`src/rtl/core/tct_pkg.sv`:
```
package tct_pkg;

    localparam int unsigned EntriesDefault = 16;

    localparam logic [31:0] EstabTimeoutReset = 32'd7440;
    localparam logic [31:0] TransTimeoutReset = 32'd300;

    localparam logic CfgIdxEstab = 1'b0;
    localparam logic CfgIdxTrans = 1'b1;

    localparam logic ModePacket = 1'b0;
    localparam logic ModeTick   = 1'b1;

    typedef enum logic [3:0] {
        ST_CLOSED     = 4'd0,
        ST_SYN_SENT   = 4'd1,
        ST_SYN_RCVD   = 4'd2,
        ST_SYN_PROC   = 4'd3,
        ST_ESTAB      = 4'd4,
        ST_FIN_WAIT1  = 4'd5,
        ST_FIN_WAIT2  = 4'd6,
        ST_CLOSE_WAIT = 4'd7,
        ST_LAST_ACK   = 4'd8,
        ST_TIME_WAIT  = 4'd9
    } t_conn_state;

    typedef struct packed {
        logic        mode;
        logic [31:0] remote_ip;
        logic [15:0] remote_port;
        logic        incoming;
        logic        flag_syn;
        logic        flag_ack;
        logic        flag_fin;
        logic        flag_rst;
        logic [31:0] seq_num;
        logic [31:0] ack_num;
    } t_in_item;

    typedef struct packed {
        logic       found;
        logic       table_full;
        logic [3:0] conn_state;
        logic [4:0] expired_count;
        logic       table_empty;
    } t_out_item;

    typedef enum logic [2:0] {
        BK_IDLE,
        BK_SCAN,
        BK_APPLY,
        BK_TICK,
        BK_DONE
    } t_back_state;

    // Rule result for one packet against one entry.
    typedef struct packed {
        logic [3:0]  state;
        logic        wr_sent;
        logic [31:0] sent;
        logic        wr_recv;
        logic [31:0] recv;
    } t_rule_res;

    function automatic t_rule_res apply_rules(
        input logic [3:0]  cur,
        input logic        inc,
        input logic        syn,
        input logic        ack,
        input logic        fin,
        input logic        rst,
        input logic [31:0] seq,
        input logic [31:0] ackn,
        input logic [31:0] fsent
    );
        t_rule_res r;
        logic [3:0] s;
        r = '0;
        s = rst ? ST_CLOSED : cur;
        r.state = s;
        if (inc) begin
            unique case (s)
                ST_CLOSED: begin
                    if (syn) begin
                        r.state = ST_SYN_PROC;
                        r.wr_sent = 1'b1; r.wr_recv = 1'b1;
                    end
                end
                ST_SYN_SENT: begin
                    if (syn) r.state = ack ? ST_ESTAB : ST_SYN_RCVD;
                    else if (ack) r.state = ST_ESTAB;
                end
                ST_SYN_RCVD: if (ack) r.state = ST_ESTAB;
                ST_ESTAB, ST_FIN_WAIT1, ST_FIN_WAIT2: begin
                    if (fin) begin
                        r.state = (s == ST_ESTAB) ? ST_CLOSE_WAIT : ST_TIME_WAIT;
                        r.wr_recv = 1'b1; r.recv = seq;
                    end
                    if (s == ST_FIN_WAIT1 && ack && ackn > fsent) r.state = ST_FIN_WAIT2;
                    if (syn) begin
                        r.state = ST_SYN_PROC;
                        r.wr_sent = 1'b1; r.sent = '0;
                        r.wr_recv = 1'b1; r.recv = '0;
                    end
                end
                ST_CLOSE_WAIT: begin
                    if (fin) begin
                        r.state = ST_LAST_ACK;
                        r.wr_sent = 1'b1; r.sent = seq;
                    end
                    if (syn) begin
                        r.state = ST_SYN_SENT;
                        r.wr_sent = 1'b1; r.sent = '0;
                        r.wr_recv = 1'b1; r.recv = '0;
                    end
                end
                default: ;
            endcase
        end else begin
            unique case (s)
                ST_SYN_PROC: if (syn && ack) r.state = ST_SYN_RCVD;
                ST_ESTAB, ST_CLOSE_WAIT: begin
                    if (fin) begin
                        r.state = (s == ST_ESTAB) ? ST_FIN_WAIT1 : ST_LAST_ACK;
                        r.wr_sent = 1'b1; r.sent = seq;
                    end
                    if (syn) begin
                        r.state = ST_SYN_SENT;
                        r.wr_sent = 1'b1; r.sent = '0;
                        r.wr_recv = 1'b1; r.recv = '0;
                    end
                end
                ST_CLOSED, ST_LAST_ACK, ST_TIME_WAIT: begin
                    if (syn) begin
                        r.state = ST_SYN_SENT;
                        r.wr_sent = 1'b1; r.sent = '0;
                        r.wr_recv = 1'b1; r.recv = '0;
                    end
                end
                default: ;
            endcase
        end
        return r;
    endfunction

endpackage

```
`src/rtl/core/tcp_connection_tracker_top.sv`:
```
// TCP connection tracker for the connections of one NAT mapping. Items enter on a
// valid/stall channel (mode 0 packet, 1 tick) and each gives exactly one result. A
// two-item queue decouples the input from the table walker, which visits one table
// entry per cycle: a packet is scanned, applied and reported, and a tick walks the
// table for expiry and then reports, one item at a time. A packet
// matches on remote address and port, else takes the lowest free slot, else is
// reported as table_full with no change. A tick advances time by one and drops
// entries idle longer than their timeout. Timeouts are written through the plain
// register port and must be changed only while the block is idle.
module tcp_connection_tracker_top import tct_pkg::*; #(
    parameter int unsigned ENTRIES = EntriesDefault
) (
    input  logic        i_clk,
    input  logic        i_rst_n,
    input  logic        i_valid,
    output logic        o_stall,
    input  t_in_item    i_item,
    output logic        o_valid,
    input  logic        i_stall,
    output t_out_item   o_item,
    input  logic        i_cfg_we,
    input  logic        i_cfg_idx,
    input  logic [31:0] i_cfg_data
);

    logic        q_valid;
    t_in_item    q_item;
    logic        q_pop;
    logic [31:0] r_estab_to;
    logic [31:0] r_trans_to;

    // Hold timeout registers; write by index.
    always_ff @(posedge i_clk) begin
        if (!i_rst_n) begin
            r_estab_to <= EstabTimeoutReset;
            r_trans_to <= TransTimeoutReset;
        end else if (i_cfg_we) begin
            if (i_cfg_idx == CfgIdxEstab) r_estab_to <= i_cfg_data;
            if (i_cfg_idx == CfgIdxTrans) r_trans_to <= i_cfg_data;
        end
    end

    tct_front u_front (
        .i_clk     (i_clk),
        .i_rst_n   (i_rst_n),
        .i_valid   (i_valid),
        .o_stall   (o_stall),
        .i_item    (i_item),
        .o_q_valid (q_valid),
        .o_q_item  (q_item),
        .i_q_pop   (q_pop)
    );

    tct_back #(.ENTRIES(ENTRIES)) u_back (
        .i_clk      (i_clk),
        .i_rst_n    (i_rst_n),
        .i_q_valid  (q_valid),
        .i_q_item   (q_item),
        .o_q_pop    (q_pop),
        .i_estab_to (r_estab_to),
        .i_trans_to (r_trans_to),
        .o_valid    (o_valid),
        .i_stall    (i_stall),
        .o_item     (o_item)
    );

endmodule

```
`src/rtl/core/tct_front.sv`:
```
// Input stage and two-entry queue toward the back end.
module tct_front import tct_pkg::*; (
    input  logic     i_clk,
    input  logic     i_rst_n,
    input  logic     i_valid,
    output logic     o_stall,
    input  t_in_item i_item,
    output logic     o_q_valid,
    output t_in_item o_q_item,
    input  logic     i_q_pop
);

    t_in_item r_q [2];
    logic     r_wp;
    logic     r_rp;
    logic [1:0] r_cnt;
    logic     push;
    logic     pop;

    assign o_stall   = (r_cnt == 2'd2);
    assign push      = i_valid && !o_stall;
    assign o_q_valid = (r_cnt != 2'd0);
    assign pop       = i_q_pop && o_q_valid;
    assign o_q_item  = r_q[r_rp];

    always_ff @(posedge i_clk) begin
        if (push) r_q[r_wp] <= i_item;
        if (!i_rst_n) begin
            r_wp  <= 1'b0;
            r_rp  <= 1'b0;
            r_cnt <= 2'd0;
        end else begin
            if (push) r_wp <= ~r_wp;
            if (pop)  r_rp <= ~r_rp;
            r_cnt <= r_cnt + {1'b0, push} - {1'b0, pop};
        end
    end

    a_cnt_bound: assert property (@(posedge i_clk) disable iff (!i_rst_n)
        r_cnt <= 2'd2) else $error("queue count overflow");
    a_no_pop_empty: assert property (@(posedge i_clk) disable iff (!i_rst_n)
        (r_cnt == 2'd0) |-> !pop) else $error("pop while empty");
    a_ptr_sync: assert property (@(posedge i_clk) disable iff (!i_rst_n)
        (r_cnt == 2'd0 || r_cnt == 2'd2) |-> (r_wp == r_rp))
        else $error("queue pointers out of step");

endmodule

```
`src/rtl/core/tct_back.sv`:
```
// Table walk: one entry a cycle for lookup and for expiry.
module tct_back import tct_pkg::*; #(
    parameter int unsigned ENTRIES = EntriesDefault
) (
    input  logic        i_clk,
    input  logic        i_rst_n,
    input  logic        i_q_valid,
    input  t_in_item    i_q_item,
    output logic        o_q_pop,
    input  logic [31:0] i_estab_to,
    input  logic [31:0] i_trans_to,
    output logic        o_valid,
    input  logic        i_stall,
    output t_out_item   o_item
);

    localparam int unsigned IW = (ENTRIES > 1) ? $clog2(ENTRIES) : 1;
    localparam int unsigned CW = $clog2(ENTRIES + 1);

    logic [31:0] r_ip   [ENTRIES];
    logic [15:0] r_port [ENTRIES];
    logic [3:0]  r_st   [ENTRIES];
    logic [31:0] r_fs   [ENTRIES];
    logic [31:0] r_fr   [ENTRIES];
    logic [31:0] r_ls   [ENTRIES];
    logic [ENTRIES-1:0] r_vld;

    t_back_state r_bs, n_bs;
    t_in_item    r_cur;
    logic [CW-1:0] r_idx, n_idx;
    logic        r_hit, n_hit;
    logic        r_free, n_free;
    logic [IW-1:0] r_slot, n_slot;
    logic [4:0]  r_exp, n_exp;
    logic [31:0] r_now;
    t_out_item   r_out, n_out;
    logic        r_ov;

    logic [IW-1:0] ix;
    logic [31:0] rd_ip, rd_ls, rd_fs;
    logic [15:0] rd_port;
    logic [3:0]  rd_st;
    logic        rd_v;
    logic        match;
    logic        last;
    logic        expire;
    logic [31:0] idle;
    t_rule_res   rr;
    logic        do_upd, do_new, do_expire, do_load;

    assign ix      = r_idx[IW-1:0];
    assign rd_ip   = r_ip[ix];
    assign rd_port = r_port[ix];
    assign rd_st   = r_st[ix];
    assign rd_ls   = r_ls[ix];
    assign rd_v    = r_vld[ix];
    assign rd_fs   = r_fs[r_slot];
    assign match   = rd_v && rd_ip == r_cur.remote_ip && rd_port == r_cur.remote_port;
    assign last    = (r_idx == CW'(ENTRIES - 1));
    assign idle    = r_now - rd_ls;
    assign expire  = rd_v && (idle > ((rd_st == ST_ESTAB) ? i_estab_to : i_trans_to));
    assign rr      = apply_rules(r_st[r_slot], r_cur.incoming, r_cur.flag_syn,
                                 r_cur.flag_ack, r_cur.flag_fin, r_cur.flag_rst,
                                 r_cur.seq_num, r_cur.ack_num, rd_fs);

    always_comb begin
        n_bs = r_bs; n_idx = r_idx; n_hit = r_hit; n_free = r_free;
        n_slot = r_slot; n_exp = r_exp; n_out = r_out;
        o_q_pop = 1'b0; do_upd = 1'b0; do_new = 1'b0; do_expire = 1'b0; do_load = 1'b0;
        unique case (r_bs)
            BK_IDLE: begin
                if (i_q_valid && !(r_ov && i_stall)) begin
                    o_q_pop = 1'b1; do_load = 1'b1;
                    n_idx = '0; n_hit = 1'b0; n_free = 1'b0; n_exp = '0;
                    n_bs = (i_q_item.mode == ModeTick) ? BK_TICK : BK_SCAN;
                end
            end
            BK_SCAN: begin
                if (!r_hit && match) begin
                    n_hit = 1'b1; n_slot = ix;
                end else if (!r_hit && !r_free && !rd_v) begin
                    n_free = 1'b1; n_slot = ix;
                end
                n_idx = r_idx + 1'b1;
                if (last) n_bs = BK_APPLY;
            end
            BK_APPLY: begin
                n_out = '0;
                if (r_hit) begin
                    do_upd = 1'b1;
                    n_out.found = 1'b1;
                    n_out.conn_state = rr.state;
                end else if (r_free) begin
                    do_new = 1'b1;
                    n_out.conn_state = r_cur.flag_syn ?
                        (r_cur.incoming ? ST_SYN_PROC : ST_SYN_SENT) : ST_CLOSED;
                end else begin
                    n_out.table_full = 1'b1;
                end
                n_out.table_empty = !(r_hit || r_free) && (r_vld == '0);
                n_bs = BK_DONE;
            end
            BK_TICK: begin
                if (expire) begin
                    do_expire = 1'b1;
                    if (r_exp != 5'd31) n_exp = r_exp + 5'd1;
                end
                n_idx = r_idx + 1'b1;
                if (last) begin
                    n_out = '0;
                    n_out.expired_count = n_exp;
                    n_bs = BK_DONE;
                end
            end
            BK_DONE: begin
                if (!r_out.table_full && r_cur.mode == ModePacket) n_out.table_empty = 1'b0;
                else if (r_cur.mode == ModeTick) n_out.table_empty = (r_vld == '0);
                n_bs = BK_IDLE;
            end
            default: n_bs = BK_IDLE;
        endcase
    end

    always_ff @(posedge i_clk) begin
        if (do_load) r_cur <= i_q_item;
        if (do_upd) begin
            r_st[r_slot] <= rr.state;
            if (rr.wr_sent) r_fs[r_slot] <= rr.sent;
            if (rr.wr_recv) r_fr[r_slot] <= rr.recv;
            r_ls[r_slot] <= r_now;
        end
        if (do_new) begin
            r_ip[r_slot]   <= r_cur.remote_ip;
            r_port[r_slot] <= r_cur.remote_port;
            r_st[r_slot]   <= r_cur.flag_syn ?
                (r_cur.incoming ? ST_SYN_PROC : ST_SYN_SENT) : ST_CLOSED;
            r_fs[r_slot]   <= '0;
            r_fr[r_slot]   <= '0;
            r_ls[r_slot]   <= r_now;
        end
        r_idx <= n_idx; r_hit <= n_hit; r_free <= n_free;
        r_slot <= n_slot; r_exp <= n_exp; r_out <= n_out;
        if (!i_rst_n) begin
            r_bs  <= BK_IDLE;
            r_vld <= '0;
            r_now <= '0;
            r_ov  <= 1'b0;
        end else begin
            r_bs <= n_bs;
            if (do_new) r_vld[r_slot] <= 1'b1;
            if (do_expire) r_vld[ix] <= 1'b0;
            if (do_load && i_q_item.mode == ModeTick) r_now <= r_now + 32'd1;
            if (r_bs == BK_DONE) r_ov <= 1'b1;
            else if (r_ov && !i_stall) r_ov <= 1'b0;
        end
    end

    assign o_valid = r_ov;
    assign o_item  = r_out;

    a_one_result: assert property (@(posedge i_clk) disable iff (!i_rst_n)
        (r_bs == BK_DONE) |-> !(r_ov && i_stall)) else $error("result overwritten");
    a_full_no_write: assert property (@(posedge i_clk) disable iff (!i_rst_n)
        (r_bs == BK_APPLY && !r_hit && !r_free) |-> (r_vld == '1))
        else $error("table full with a free slot");
    a_tick_no_new: assert property (@(posedge i_clk) disable iff (!i_rst_n)
        (r_bs == BK_TICK) |-> !do_new) else $error("allocation during tick");

endmodule
```
`config.mk`:
```
export PLATFORM = sky130hd
export DESIGN_NAME = tcp_connection_tracker_top
export DESIGN_NICKNAME = d
export VERILOG_FILES = /design/src/rtl/core/tct_pkg.sv /design/src/rtl/core/tcp_connection_tracker_top.sv /design/src/rtl/core/tct_front.sv /design/src/rtl/core/tct_back.sv
export SDC_FILE = /design/constraint.sdc
export NUM_CORES = 2
export LEC_CHECK = 0
export ABC_AREA = 1
export BUFFER_PORTS_ARGS = -buffer_cell sky130_fd_sc_hd__buf_4
export CORE_MARGIN = 4
export CORE_UTILIZATION = 52
export CTS_BUF_LIST = sky130_fd_sc_hd__clkbuf_8
export DETAILED_ROUTE_END_ITERATION = 12
export PLACE_DENSITY = 0.75
export SYNTH_ARGS = -nofsm -noshare
export SYNTH_HDL_FRONTEND = slang
export SYNTH_SLANG_ARGS = --single-unit
```
`constraint.sdc`:
```
create_clock -name i_clk -period 12.6 [get_ports i_clk]
set_clock_uncertainty 0.05 [all_clocks]
set_input_delay 0.63 -clock i_clk [delete_from_list [all_inputs] [get_ports i_clk]]
set_output_delay 0.63 -clock i_clk [all_outputs]
set_load 0.01 [all_outputs]
```
==> results_dict.tcl <==
set metrics [dict create \
    ctsResizeCount 0 \
    viasPerCell 5.83 \
    ys_ff_latch 2367 \
    fmax_ghz 0.131 \
    cts_max_level 5 \
    clock_path_buffers 4 \
    timing.critical_path.buf_inv 7 \
    critPathLaunchType "flop" \
    slew_headroom_pct 19.1 \
    design_area_sq_um 110000 \
    postCtsSetupRepairBufs 0 \
    grt_pass1_vias 65500 \
    synth_ff_type "edfxtp_1" \
    leakagePower_nw 41.0 \
    drive_gt1_share_pct 8.99 \
    ctsHoldBuffers 155 \
    tritoncts "built" \
    dp.cells 10800 \
    fillers 14500 \
    numCtsBuffers 381 \
    slew_violations 0 \
    layout_common_cells "edfxtp_1, nand2_1, nor2_1" \
    regArea_sq_um 69800 \
    crit_path_max_incr_delay_ns 0.86 \
    tns_ns 0 \
    synth_edf_count 2238 \
    clkSlewWorstSetupHoldPaths_ns 0.06 \
    placed_area_sq_um 102000 \
    die_w_um 443 \
    postRouteAntennaNets 0 \
    endpoint_kind "flop" \
    finalCritPeriodShare_pct 60.4 \
    dp_hpwl_um 135000 \
    port-buffer-count 169 \
    crit_family "buffers and inverters" \
    power.density_nw_per_um2 212 \
    hold_path.class "primary input to flop" \
    clock_sinks 2367 \
    nNetsFinal 9126 \
    cp.required_ns 13.51 \
    syn_inst 8507 \
    p_int_mw 14.6 \
    ys_types 60 \
    grt_pass1_wl_um 391000 \
    synth_area_sq_um 98500 \
    drtIter0Drc 9233 \
    ys_seq_area_share_pct 70.8 \
    layout_min_cycle_time_ns 7.61 \
    drv_cap 0 \
    p_sw_mw 8.75 \
    io_pins 170 \
    tightest_slew_ns 1.21 \
    p_sw_share_pct 37.4 \
    core_area_sq_um 188000 \
    die_area_sq_um 196000 \
    routed_wl_um 262000 \
    place.gp.congestion 0.876 \
    synth_top_area_share_pct 68.2 \
    fin_cells 11600 \
    layout_commonest_cell "edfxtp_1" \
    outcome "complete, no violations" \
    pwr-share-comb_pct 30.8 \
    avgRoutedWirePerCell_um 22.5 \
    total_power_mw 23.4 \
    critPathKind "flop to flop" \
    cp.arrival_ns 8.52 \
    finalHoldViolations 0 \
    yosysTopAreaCell "edfxtp_1" \
    cts_root_buffer "clkbuf_8" \
    grt_start_max_net_pins 284 \
    seqPwrFrac_pct 43.8 \
    yosys_warnings 0 \
    grt_use_total_pct 25.9 \
    setup_viol 0 \
    start_util_pct 52.4 \
    cp_max_fo 91 \
    firstDrtPassIters 8 \
    synth_area_per_cell_sq_um 11.6 \
    multi_input_comb_area_sq_um 24900 \
    syn_nets 8769 \
    slowest_stage "buf_4" \
    via_count 67900 \
    grt_setup_unrepaired "no" \
    overflow 0 \
    ir_worst_vdd_mv 0.241 \
    synthTopCellsByArea "edfxtp_1, nand2_1, nor2_1, o21ai_0, nand3_1" \
    fp.dieH_um 443 \
    remaining_drc_errors 0 \
    syn_to_final_growth_pct 12.0 \
    synth-async-reset-ratio_pct 0 \
    clkLatencyLatePin_ns 1.08 \
    rows 159 \
    clockPowerShare_pct 25.4 \
    fin_util_pct 58.7 \
    antenna_found_initial 8 \
]
synthesized netlist by cell type, types with 46 or more instances:
master,count
edfxtp_1,2238
nand2_1,1836
nor2_1,1119
o21ai_0,726
nand3_1,604
inv_1,538
clkbuf_1,238
o221ai_1,187
buf_2,130
dfxtp_1,129
o211ai_1,118
ha_1,105
a21oi_1,96
o22ai_1,73
buf_1,47
nor3_1,46
final cells by class:
| class | instances | share of cell area, % |
|---|---|---|
| flip-flops and latches | 2367 | 63.3 |
| multi-input cells | 5139 | 22.6 |
| clock buffers | 396 | 4.94 |
| repair buffers | 423 | 3.29 |
| well taps | 2495 | 2.83 |
| inverters | 552 | 1.92 |
| clock inverters | 260 | 1.08 |
| diodes | 6 | 0.0136 |
flip-flops by register name, summed over array words and instances (netlist names), 12 cells and up, named ones only:
register / flops
r_estab_to: 32
u_back.r_fs: 512
u_back.r_port: 256
u_back.r_vld: 16
r_trans_to: 32
u_back.r_ip: 512
u_back.r_now: 32
u_back.r_ls: 512
u_back.r_cur: 118
u_back.r_st: 64
u_back.o_item: 12
u_front.r_q: 236
cells by family after synthesis:
group                      after synthesis  synth area share (%)
adders and majority gates              106                  1.35
and+or+nand+nor                       3698                  15.3
xor gates and xnor gates                40                 0.356
DFF                                   2367                  70.8
muxes                                   33                 0.338
buffers and inverters                 1001                  4.16
AOI/OAI and AO/OA                     1262                  7.70
worst reg2reg max path: cells and delay by family (launching register included):
kind            cells  cell delay [ns]
flops               1             0.67
buf+inv             7             2.71
compound gates      8             1.94
fa+ha+maj           2             0.63
simple gates        8             1.30
xor+xnor            1             0.18
final timing paths:
| check | endpoint | slack, ns | cells after the start | from |
|---|---|---|---|---|
| worst max register to register | u_back.r_vld[11] | 4.99 | 26 | flop |
| worst min register to register | r_estab_to[4] | 0.41 | 2 | r_estab_to[4] |
| worst max-delay path | u_back.r_vld[11] | 4.99 | 26 | flop |
| worst min-delay path | r_trans_to[5] | 0.12 | 5 | i_cfg_we |
routing by layer:
metal	share of wire [%]	wire (um)	GRT usage (%)
met1	38	99300	35.0
met2	47	124000	42.1
met3	11	28200	4.78
met4	3.8	9910	10.0
met5	0.0096	25	0
power by group through the flow:
stage	Clock, mW	Combinational [mW]	Sequential, mW
after global routing	6.38	7.93	10.3
after global placement	0	6.80	10.3
after detailed placement	0	7.02	10.4
after CTS	5.98	7.09	10.2
after floorplan	0	4.92	10.1
final	5.93	7.21	10.2
per-stage QoR:
| stage | hold WS, ns | worst slack, ns |
|---|---|---|
| floorplan | 0.371 | 3.01 |
| global placement | 0.390 | 5.19 |
| detailed placement | 0.395 | 5.06 |
| CTS | 0.00281 | 5.04 |
| global route | 0.104 | 4.27 |
| finish | 0.123 | 4.99 |
No activity file was read; power rests on OpenSTA's default activity.
